==> config.mk <==
export PLATFORM = sky130hd
export DESIGN_NAME = humidity_temp_frame_decoder
export DESIGN_NICKNAME = d
export VERILOG_FILES = /design/src/hw/rtl/htfd_pkg.sv /design/src/hw/rtl/htfd_front.sv /design/src/hw/rtl/htfd_queue.sv /design/src/hw/rtl/htfd_back.sv /design/src/hw/rtl/humidity_temp_frame_decoder.sv
export SDC_FILE = /design/constraint.sdc
export NUM_CORES = 1
export LEC_CHECK = 0
export CAP_MARGIN = 20
export CORE_MARGIN = 10
export CORE_UTILIZATION = 60
export DETAILED_ROUTE_END_ITERATION = 12
export DONT_BUFFER_PORTS = 1
export PLACE_DENSITY = 0.76
export SLEW_MARGIN = 30
export SYNTH_ARGS = -nofsm -noshare
export SYNTH_HDL_FRONTEND = slang
export SYNTH_SLANG_ARGS = --single-unit
==> constraint.sdc <==
create_clock -name clk -period 12.7 [get_ports clk]
set_input_delay 1.27 -clock clk [delete_from_list [all_inputs] [get_ports clk]]
set_output_delay 1.27 -clock clk [all_outputs]
set_load 0.02 [all_outputs]
==> src/hw/rtl/htfd_pkg.sv <==
`timescale 1ns / 1ps
`default_nettype none

package htfd_pkg;

	typedef enum logic [1:0] {
		ST_OK       = 2'd0,
		ST_TEMP_CRC = 2'd1,
		ST_RH_CRC   = 2'd2,
		ST_BUS_FAIL = 2'd3
	} status_t;

	// one finished frame or bus failure, handed from the front to the back
	typedef struct packed {
		status_t     status;
		logic [15:0] temp_raw;
		logic [15:0] rh_raw;
	} cmd_t;

	localparam int COUNTER_WIDTH_DEF = 32;
	localparam int QUEUE_DEPTH       = 4;

	localparam logic [7:0] CRC_POLY = 8'h31;
	localparam logic [7:0] CRC_INIT = 8'hFF;

	localparam logic [14:0] TEMP_SCALE  = 15'd17500;
	localparam logic [14:0] TEMP_OFFSET = 15'd4500;
	localparam logic [13:0] RH_SCALE    = 14'd12500;
	localparam logic [13:0] RH_OFFSET   = 14'd600;
	localparam logic [13:0] RH_MAX      = 14'd10000;
	localparam logic [31:0] ROUND_BIAS  = 32'd32767;

	function automatic logic [7:0] crc8_step(input logic [7:0] crc_in, input logic [7:0] data);
		logic [7:0] c;
		c = crc_in ^ data;
		for (int i = 0; i < 8; i++) begin
			c = c[7] ? ({c[6:0], 1'b0} ^ CRC_POLY) : {c[6:0], 1'b0};
		end
		return c;
	endfunction

endpackage

`default_nettype wire

==> src/hw/rtl/htfd_front.sv <==
`timescale 1ns / 1ps
`default_nettype none

module htfd_front (
	input  wire logic            clk,
	input  wire logic            arst_n,
	input  wire logic            accept,
	input  wire logic            kind,
	input  wire logic [7:0]      byte_value,
	input  wire logic            frame_start,
	output logic                 push,
	output htfd_pkg::cmd_t       push_cmd
);

	localparam logic [2:0] POS_T_HI  = 3'd0;
	localparam logic [2:0] POS_T_LO  = 3'd1;
	localparam logic [2:0] POS_T_CRC = 3'd2;
	localparam logic [2:0] POS_H_HI  = 3'd3;
	localparam logic [2:0] POS_H_LO  = 3'd4;
	localparam logic [2:0] POS_H_CRC = 3'd5;

	logic [2:0]  pos_q;
	logic [7:0]  crc_q;
	logic        temp_ok_q;
	logic [15:0] temp_raw_q;
	logic [15:0] rh_raw_q;

	logic        restart;
	logic [2:0]  pos_eff;
	logic [7:0]  crc_eff;
	logic [7:0]  crc_next;

	always_comb begin
		restart  = frame_start || (pos_q > POS_H_CRC);
		pos_eff  = restart ? POS_T_HI : pos_q;
		crc_eff  = restart ? htfd_pkg::CRC_INIT : crc_q;
		crc_next = htfd_pkg::crc8_step(crc_eff, byte_value);
	end

	assign push = accept && (kind || (pos_eff == POS_H_CRC));

	always_comb begin
		push_cmd.temp_raw = temp_raw_q;
		push_cmd.rh_raw   = rh_raw_q;
		if (kind) begin
			push_cmd.status = htfd_pkg::ST_BUS_FAIL;
		end else if (!temp_ok_q) begin
			push_cmd.status = htfd_pkg::ST_TEMP_CRC;
		end else if (crc_eff != byte_value) begin
			push_cmd.status = htfd_pkg::ST_RH_CRC;
		end else begin
			push_cmd.status = htfd_pkg::ST_OK;
		end
	end

	always_ff @(posedge clk or negedge arst_n) begin
		if (!arst_n) begin
			pos_q     <= POS_T_HI;
			crc_q     <= htfd_pkg::CRC_INIT;
			temp_ok_q <= 1'b0;
		end else if (accept) begin
			if (kind) begin
				pos_q <= POS_T_HI;
				crc_q <= htfd_pkg::CRC_INIT;
			end else begin
				pos_q <= (pos_eff == POS_H_CRC) ? POS_T_HI : pos_eff + 3'd1;
				case (pos_eff)
					POS_T_HI, POS_T_LO, POS_H_HI, POS_H_LO: begin
						crc_q <= crc_next;
					end
					POS_T_CRC: begin
						temp_ok_q <= (crc_eff == byte_value);
						crc_q     <= htfd_pkg::CRC_INIT;
					end
					default: begin
						crc_q <= htfd_pkg::CRC_INIT;
					end
				endcase
			end
		end
	end

	always_ff @(posedge clk) begin
		if (accept && !kind) begin
			case (pos_eff)
				POS_T_HI: begin
					temp_raw_q <= {byte_value, 8'h00};
				end
				POS_T_LO: begin
					temp_raw_q[7:0] <= byte_value;
				end
				POS_H_HI: begin
					rh_raw_q <= {byte_value, 8'h00};
				end
				POS_H_LO: begin
					rh_raw_q[7:0] <= byte_value;
				end
				default: begin
				end
			endcase
		end
	end

endmodule

`default_nettype wire

==> src/hw/rtl/htfd_queue.sv <==
`timescale 1ns / 1ps
`default_nettype none

module htfd_queue (
	input  wire logic            clk,
	input  wire logic            arst_n,
	input  wire logic            push,
	input  wire htfd_pkg::cmd_t  push_cmd,
	output logic                 full,
	input  wire logic            pop,
	output htfd_pkg::cmd_t       pop_cmd,
	output logic                 not_empty
);

	localparam int Depth = htfd_pkg::QUEUE_DEPTH;
	localparam int PtrW  = (Depth > 1) ? $clog2(Depth) : 1;
	localparam int CntW  = $clog2(Depth + 1);

	htfd_pkg::cmd_t entry_q [Depth];
	logic [PtrW-1:0] wr_ptr_q;
	logic [PtrW-1:0] rd_ptr_q;
	logic [CntW-1:0] count_q;

	logic do_push;
	logic do_pop;

	assign full      = (count_q == CntW'(Depth));
	assign not_empty = (count_q != '0);
	assign do_push   = push && !full;
	assign do_pop    = pop && not_empty;
	assign pop_cmd   = entry_q[rd_ptr_q];

	always_ff @(posedge clk) begin
		if (do_push) begin
			entry_q[wr_ptr_q] <= push_cmd;
		end
	end

	always_ff @(posedge clk or negedge arst_n) begin
		if (!arst_n) begin
			wr_ptr_q <= '0;
			rd_ptr_q <= '0;
			count_q  <= '0;
		end else begin
			if (do_push) begin
				wr_ptr_q <= (wr_ptr_q == PtrW'(Depth - 1)) ? '0 : wr_ptr_q + 1'b1;
			end
			if (do_pop) begin
				rd_ptr_q <= (rd_ptr_q == PtrW'(Depth - 1)) ? '0 : rd_ptr_q + 1'b1;
			end
			if (do_push && !do_pop) begin
				count_q <= count_q + 1'b1;
			end else if (do_pop && !do_push) begin
				count_q <= count_q - 1'b1;
			end
		end
	end

endmodule

`default_nettype wire

==> src/hw/rtl/htfd_back.sv <==
`timescale 1ns / 1ps
`default_nettype none

module htfd_back #(
	parameter int COUNTER_WIDTH = htfd_pkg::COUNTER_WIDTH_DEF
) (
	input  wire logic               clk,
	input  wire logic               arst_n,
	input  wire logic               cmd_valid,
	input  wire htfd_pkg::cmd_t     cmd,
	output logic                    pop,
	output logic                    res_valid,
	input  wire logic               res_ready,
	output logic [1:0]              status,
	output logic signed [14:0]      temp_centi,
	output logic [13:0]             rh_centi,
	output logic                    valid_res,
	output logic [31:0]             sample_total,
	output logic [31:0]             error_total
);

	// round(n / 65535) for n below 2^31: bias by half, then the exact
	// divide-by-65535 identity q = (m + (m >> 16) + 1) >> 16
	function automatic logic [15:0] div65535_round(input logic [31:0] n);
		logic [31:0] m;
		logic [31:0] s;
		m = n + htfd_pkg::ROUND_BIAS;
		s = m + {16'h0000, m[31:16]} + 32'd1;
		return s[31:16];
	endfunction

	logic advance;

	logic            v_s1;
	htfd_pkg::status_t st_s1;
	logic [30:0]     tmul_s1;
	logic [29:0]     hmul_s1;

	logic            v_s2;
	htfd_pkg::status_t st_s2;
	logic [14:0]     tq_s2;
	logic [13:0]     hq_s2;

	logic [15:0]     tq_full;
	logic [15:0]     hq_full;
	logic [14:0]     temp_new;
	logic [13:0]     rh_new;
	logic [13:0]     rh_sub;

	logic                     out_valid_q;
	htfd_pkg::status_t        status_q;
	logic [14:0]              latest_temp_q;
	logic [13:0]              latest_rh_q;
	logic                     ever_valid_q;
	logic [COUNTER_WIDTH-1:0] samples_q;
	logic [COUNTER_WIDTH-1:0] errors_q;

	assign advance = !out_valid_q || res_ready;
	assign pop     = advance && cmd_valid;

	assign tq_full = div65535_round({1'b0, tmul_s1});
	assign hq_full = div65535_round({2'b00, hmul_s1});

	always_comb begin
		temp_new = tq_s2 - htfd_pkg::TEMP_OFFSET;
		rh_sub   = hq_s2 - htfd_pkg::RH_OFFSET;
		if (hq_s2 < htfd_pkg::RH_OFFSET) begin
			rh_new = '0;
		end else if (rh_sub > htfd_pkg::RH_MAX) begin
			rh_new = htfd_pkg::RH_MAX;
		end else begin
			rh_new = rh_sub;
		end
	end

	// payload stages
	always_ff @(posedge clk) begin
		if (advance) begin
			st_s1   <= cmd.status;
			tmul_s1 <= 31'(cmd.temp_raw * htfd_pkg::TEMP_SCALE);
			hmul_s1 <= 30'(cmd.rh_raw * htfd_pkg::RH_SCALE);
			st_s2   <= st_s1;
			tq_s2   <= tq_full[14:0];
			hq_s2   <= hq_full[13:0];
		end
	end

	always_ff @(posedge clk or negedge arst_n) begin
		if (!arst_n) begin
			v_s1          <= 1'b0;
			v_s2          <= 1'b0;
			out_valid_q   <= 1'b0;
			status_q      <= htfd_pkg::ST_OK;
			latest_temp_q <= '0;
			latest_rh_q   <= '0;
			ever_valid_q  <= 1'b0;
			samples_q     <= '0;
			errors_q      <= '0;
		end else if (advance) begin
			v_s1        <= cmd_valid;
			v_s2        <= v_s1;
			out_valid_q <= v_s2;
			if (v_s2) begin
				status_q  <= st_s2;
				samples_q <= samples_q + 1'b1;
				if (st_s2 == htfd_pkg::ST_OK) begin
					latest_temp_q <= temp_new;
					latest_rh_q   <= rh_new;
					ever_valid_q  <= 1'b1;
				end else begin
					errors_q <= errors_q + 1'b1;
				end
			end
		end
	end

	assign res_valid    = out_valid_q;
	assign status       = status_q;
	assign temp_centi   = latest_temp_q;
	assign rh_centi     = latest_rh_q;
	assign valid_res    = ever_valid_q;
	assign sample_total = 32'(samples_q);
	assign error_total  = 32'(errors_q);

endmodule

`default_nettype wire

==> src/hw/rtl/humidity_temp_frame_decoder.sv <==
// path: the sixth byte of a reply, or a bus-failure item, passes the queue, the product stage and
// the divide stage, then the result register; a stalled result holds all of them
// throughput: one item per cycle while the queue is not full; a four-entry queue takes items while a result waits
// reset: arst_n clears frame position, crc, queue, counters and stored readings at once
`timescale 1ns / 1ps
`default_nettype none

module humidity_temp_frame_decoder #(
	parameter int COUNTER_WIDTH = htfd_pkg::COUNTER_WIDTH_DEF
) (
	input  wire logic               clk,
	input  wire logic               arst_n,
	input  wire logic               byte_valid,
	output logic                    byte_ready,
	input  wire logic               kind,
	input  wire logic [7:0]         byte_value,
	input  wire logic               frame_start,
	output logic                    res_valid,
	input  wire logic               res_ready,
	output logic [1:0]              status,
	output logic signed [14:0]      temp_centi,
	output logic [13:0]             rh_centi,
	output logic                    valid_res,
	output logic [31:0]             sample_total,
	output logic [31:0]             error_total
);

	logic           accept;
	logic           push;
	logic           full;
	logic           pop;
	logic           not_empty;
	htfd_pkg::cmd_t push_cmd;
	htfd_pkg::cmd_t pop_cmd;

	assign byte_ready = !full;
	assign accept     = byte_valid && byte_ready;

	htfd_front u_front (
		.clk         (clk),
		.arst_n      (arst_n),
		.accept      (accept),
		.kind        (kind),
		.byte_value  (byte_value),
		.frame_start (frame_start),
		.push        (push),
		.push_cmd    (push_cmd)
	);

	htfd_queue u_queue (
		.clk       (clk),
		.arst_n    (arst_n),
		.push      (push),
		.push_cmd  (push_cmd),
		.full      (full),
		.pop       (pop),
		.pop_cmd   (pop_cmd),
		.not_empty (not_empty)
	);

	htfd_back #(
		.COUNTER_WIDTH (COUNTER_WIDTH)
	) u_back (
		.clk          (clk),
		.arst_n       (arst_n),
		.cmd_valid    (not_empty),
		.cmd          (pop_cmd),
		.pop          (pop),
		.res_valid    (res_valid),
		.res_ready    (res_ready),
		.status       (status),
		.temp_centi   (temp_centi),
		.rh_centi     (rh_centi),
		.valid_res    (valid_res),
		.sample_total (sample_total),
		.error_total  (error_total)
	);

endmodule

`default_nettype wire

==> summary.md <==
| Metric | Value |
|---|---|
| Status | `complete, no violations` |
| Seq cells post-synth | `376` |
| Grt ovf | `0` |
| Req. time, crit path | `13090 ps` |
| FF-to-FF Start | `u_queue.rd_ptr_q[0]` |
| Gpl congestion | `0.8674` |
| Detailed placement HPWL | `34580 µm` |
| Die area | `47580 µm²` |
| Post-synth EDFFs | `258` |
| Top cells by area, synth | `edfxtp_1 33%, ha_1 13%, dfrtp_1 12%, fa_1 7.1%, xnor2_1 5.3%` |
| Finish-stage setup viols | `0` |
| Area post-placement | `24150 µm²` |
| Max-slew violations | `0` |
| Hold slack | `401.0 ps` |
| Vias in the first global route | `14.88k` |
| Largest net degree at the start of global routing | `119` |
| Cts hold-fix bufs | `0` |
| Iter 0 DRT Violations | `790` |
| Post-CTS setup buffers | `0` |
| Fin Setup TNS | `0 ps` |
| Vias per std cell | `5.634` |
| Synth-to-layout area growth | `8.329%` |
| Post-cts resize count | `0` |
| Die Y | `218.1 µm` |
| Gr usage total | `0.1941` |
| TritonCTS Buffers | `40` |
| Worst Skew | `26.87 ps` |
| Top cells by count, synth | `258 x edfxtp_1, 251 x inv_1, 244 x ha_1, 143 x xnor2_1, 110 x dfrtp_1` |
| Syn_area_per_cell | `11.88 µm²` |
| Worst-path clk slew | `60 ps` |
| Place WS | `6223 ps` |
| Global-route wire length before repair | `75270 µm` |
| Fmax | `155.8 MHz` |
| Clock latency at the later pin of the worst-skew pair | `560 ps` |
| Final Critical Period | `6420 ps` |
| Routed wl met2 | `21980 µm` |
| Cell Rows | `72` |
| Max-cap viol count | `0` |
| CP arrival | `6810 ps` |
| CP Capture Type | `register` |
| Max FO, Critical Path | `37` |
| CTS tree | `done` |
| Initial Utilization | `0.6080` |
| Met3 WL | `2782 µm` |
| CTS max path bufs | `3` |
| Mapped Nets | `2324` |
| Layout Nets | `2345` |
| Async SR Flop Fraction | `0.3138` |
| Overall routed net length | `45460 µm` |
| Worst Reg-to-Reg Cells | `20` |
| DRT antenna net count | `0` |
| Mapped Cells | `1982` |
| PnR worst setup slack | `6280 ps` |
| Post-synth cell types | `77` |
| Post-synth top area cell | `edfxtp_1` |
| Slew margin rel. | `0.3297` |
| Main flop type after synthesis | `edfxtp_1` |
| Sequential share of the synthesized area | `0.4547` |
| RSZ-0062 raised after global routing | `false` |
| Drt pass-1 iters | `5` |
| Core Box Area | `38740 µm²` |
| Initial antenna violation count | `0` |
| Worst-margin pin slew | `996.3 ps` |
| Design area | `25520 µm²` |
| Reg2reg setup slack | `6280 ps` |
| Reg-to-reg endpoint | `u_back.hmul_s1[29]` |
| Die Width | `218.1 µm` |
| Port bufs | `0` |
| Share of cells above drive strength 1 | `0.07469` |
| # IOs | `112` |
| Via count | `14.38k` |
| Fin. Hold Viols | `0` |
| CP Class | `register to register` |
| Clock root buffer | `clkbuf_16` |
| Synthesized cell area | `23550 µm²` |
| CTS sink cnt | `376` |
| Share of the synthesized area in the top cell type | `0.3289` |
| Hold WC Path Type | `input port to async pin` |
| Period utilisation layout | `0.5055` |
| Top sig layer | `met4` |
| Diodes inserted | `0` |
| Startpoint Class | `register` |
| YS warnings | `0` |
| WL/cell | `17.80 µm` |
| Residual DRC | `0` |
| Met1 WL | `19600 µm` |
| H-tree depth | `2` |
| Most frequent cell after synthesis | `edfxtp_1` |
-- sequential cells by signal, summed over array words and instances (netlist names), 3 cells and up --
signal,count
u_back.tmul_s1,29
u_queue.entry_q,136
u_back.hq_s2,14
u_front.rh_raw_q,16
u_queue.count_q,3
u_back.temp_centi,15
u_front.temp_raw_q,16
u_back.error_total,32
u_back.hmul_s1,28
u_front.pos_q,3
u_back.sample_total,32
u_back.rh_centi,14
u_back.tq_s2,15
u_front.crc_q,8
-- how the worst max path moves through the flow --
stage                              startpoint                 end  slack, ps
final                     u_queue.rd_ptr_q[0]  u_back.hmul_s1[29]       6280
after global routing      u_queue.rd_ptr_q[0]  u_back.hmul_s1[29]       5920
after CTS                 u_queue.rd_ptr_q[0]  u_back.hmul_s1[29]       6230
after detailed placement  u_queue.rd_ptr_q[0]  u_back.hmul_s1[29]       6220
after global placement    u_queue.rd_ptr_q[0]  u_back.hmul_s1[29]       6370
after floorplan           u_queue.rd_ptr_q[0]  u_back.hmul_s1[29]       6210
-- worst max-delay path, stage by stage (launching register included) --
cell	delay [ps]
dfrtp_2	330
buf_4	550
mux4_2	660
ha_1	330
ha_1	310
inv_1	70
fa_1	530
inv_1	50
fa_1	520
inv_1	50
fa_1	530
inv_1	40
ha_1	350
and3_1	230
and2_1	200
and4_1	200
a21oi_1	190
o221ai_1	150
or4_1	460
a2111o_1	390
o211ai_1	110
-- per-stage QoR --
| stage | utilization | cells |
|---|---|---|
| 6_report | 0.6587 | 2553 |
| 3_5_place_dp | 0.6234 | 2479 |
| 4_1_cts | 0.6587 | 2553 |
| 2_1_floorplan | - | 1982 |
| 3_3_place_gp | 0.6233 | 2479 |
| 5_1_grt | 0.6587 | 2553 |
-- final cells by class --
type | instances | area, µm²
Clock inverter | 25 | 260.3
Timing Repair Buffer | 10 | 78.83
Inverter | 252 | 947.2
Tap cell | 518 | 648.1
Multi-Input combinational cell | 1323 | 11760
Sequential cell | 376 | 10710
Clock buffer | 49 | 1107
Fill cell | 2809 | 13220
-- routing by layer --
layer,vias up,track usage
met1,6944,0.2416
met5,-,0
met3,68,0.04102
li1,7049,-
met2,322,0.3308
met4,0,0.06596
-- logic make-up (layout without fill, tap and decap cells) --
kind of cell / after synthesis / in the layout / share of synthesized area
AOI/OAI and AO/OA: 251 / 251 / 0.07044
xor gates and xnor gates: 222 / 222 / 0.08255
adders and majority gates: 328 / 328 / 0.2010
buffers and inverters: 283 / 336 / 0.04611
DFF: 376 / 376 / 0.4547
muxes: 45 / 45 / 0.03766
and+or+nand+nor: 477 / 477 / 0.1075
-- placed cells by master, fill, tap and decap left out, types with 16 or more instances in the layout --
cell,netlist,layout
dfrtp_1,110,109
a21o_1,21,21
nand2b_1,16,16
xnor2_1,143,143
nand3_1,54,53
o21a_1,18,18
a21oi_1,74,74
nand4_1,26,26
nor4_1,16,16
nand2_1,104,104
clkbuf_16,0,42
and2_1,30,30
ha_1,244,244
o21ai_0,47,47
xor2_1,79,79
fa_1,84,84
nor3_1,34,34
edfxtp_1,258,258
mux4_2,34,34
inv_1,251,251
nor2_1,93,93
and3_1,26,26
Power is not shown: default switching activity piles up to over one toggle a cycle in this logic, so the estimate is an artifact.
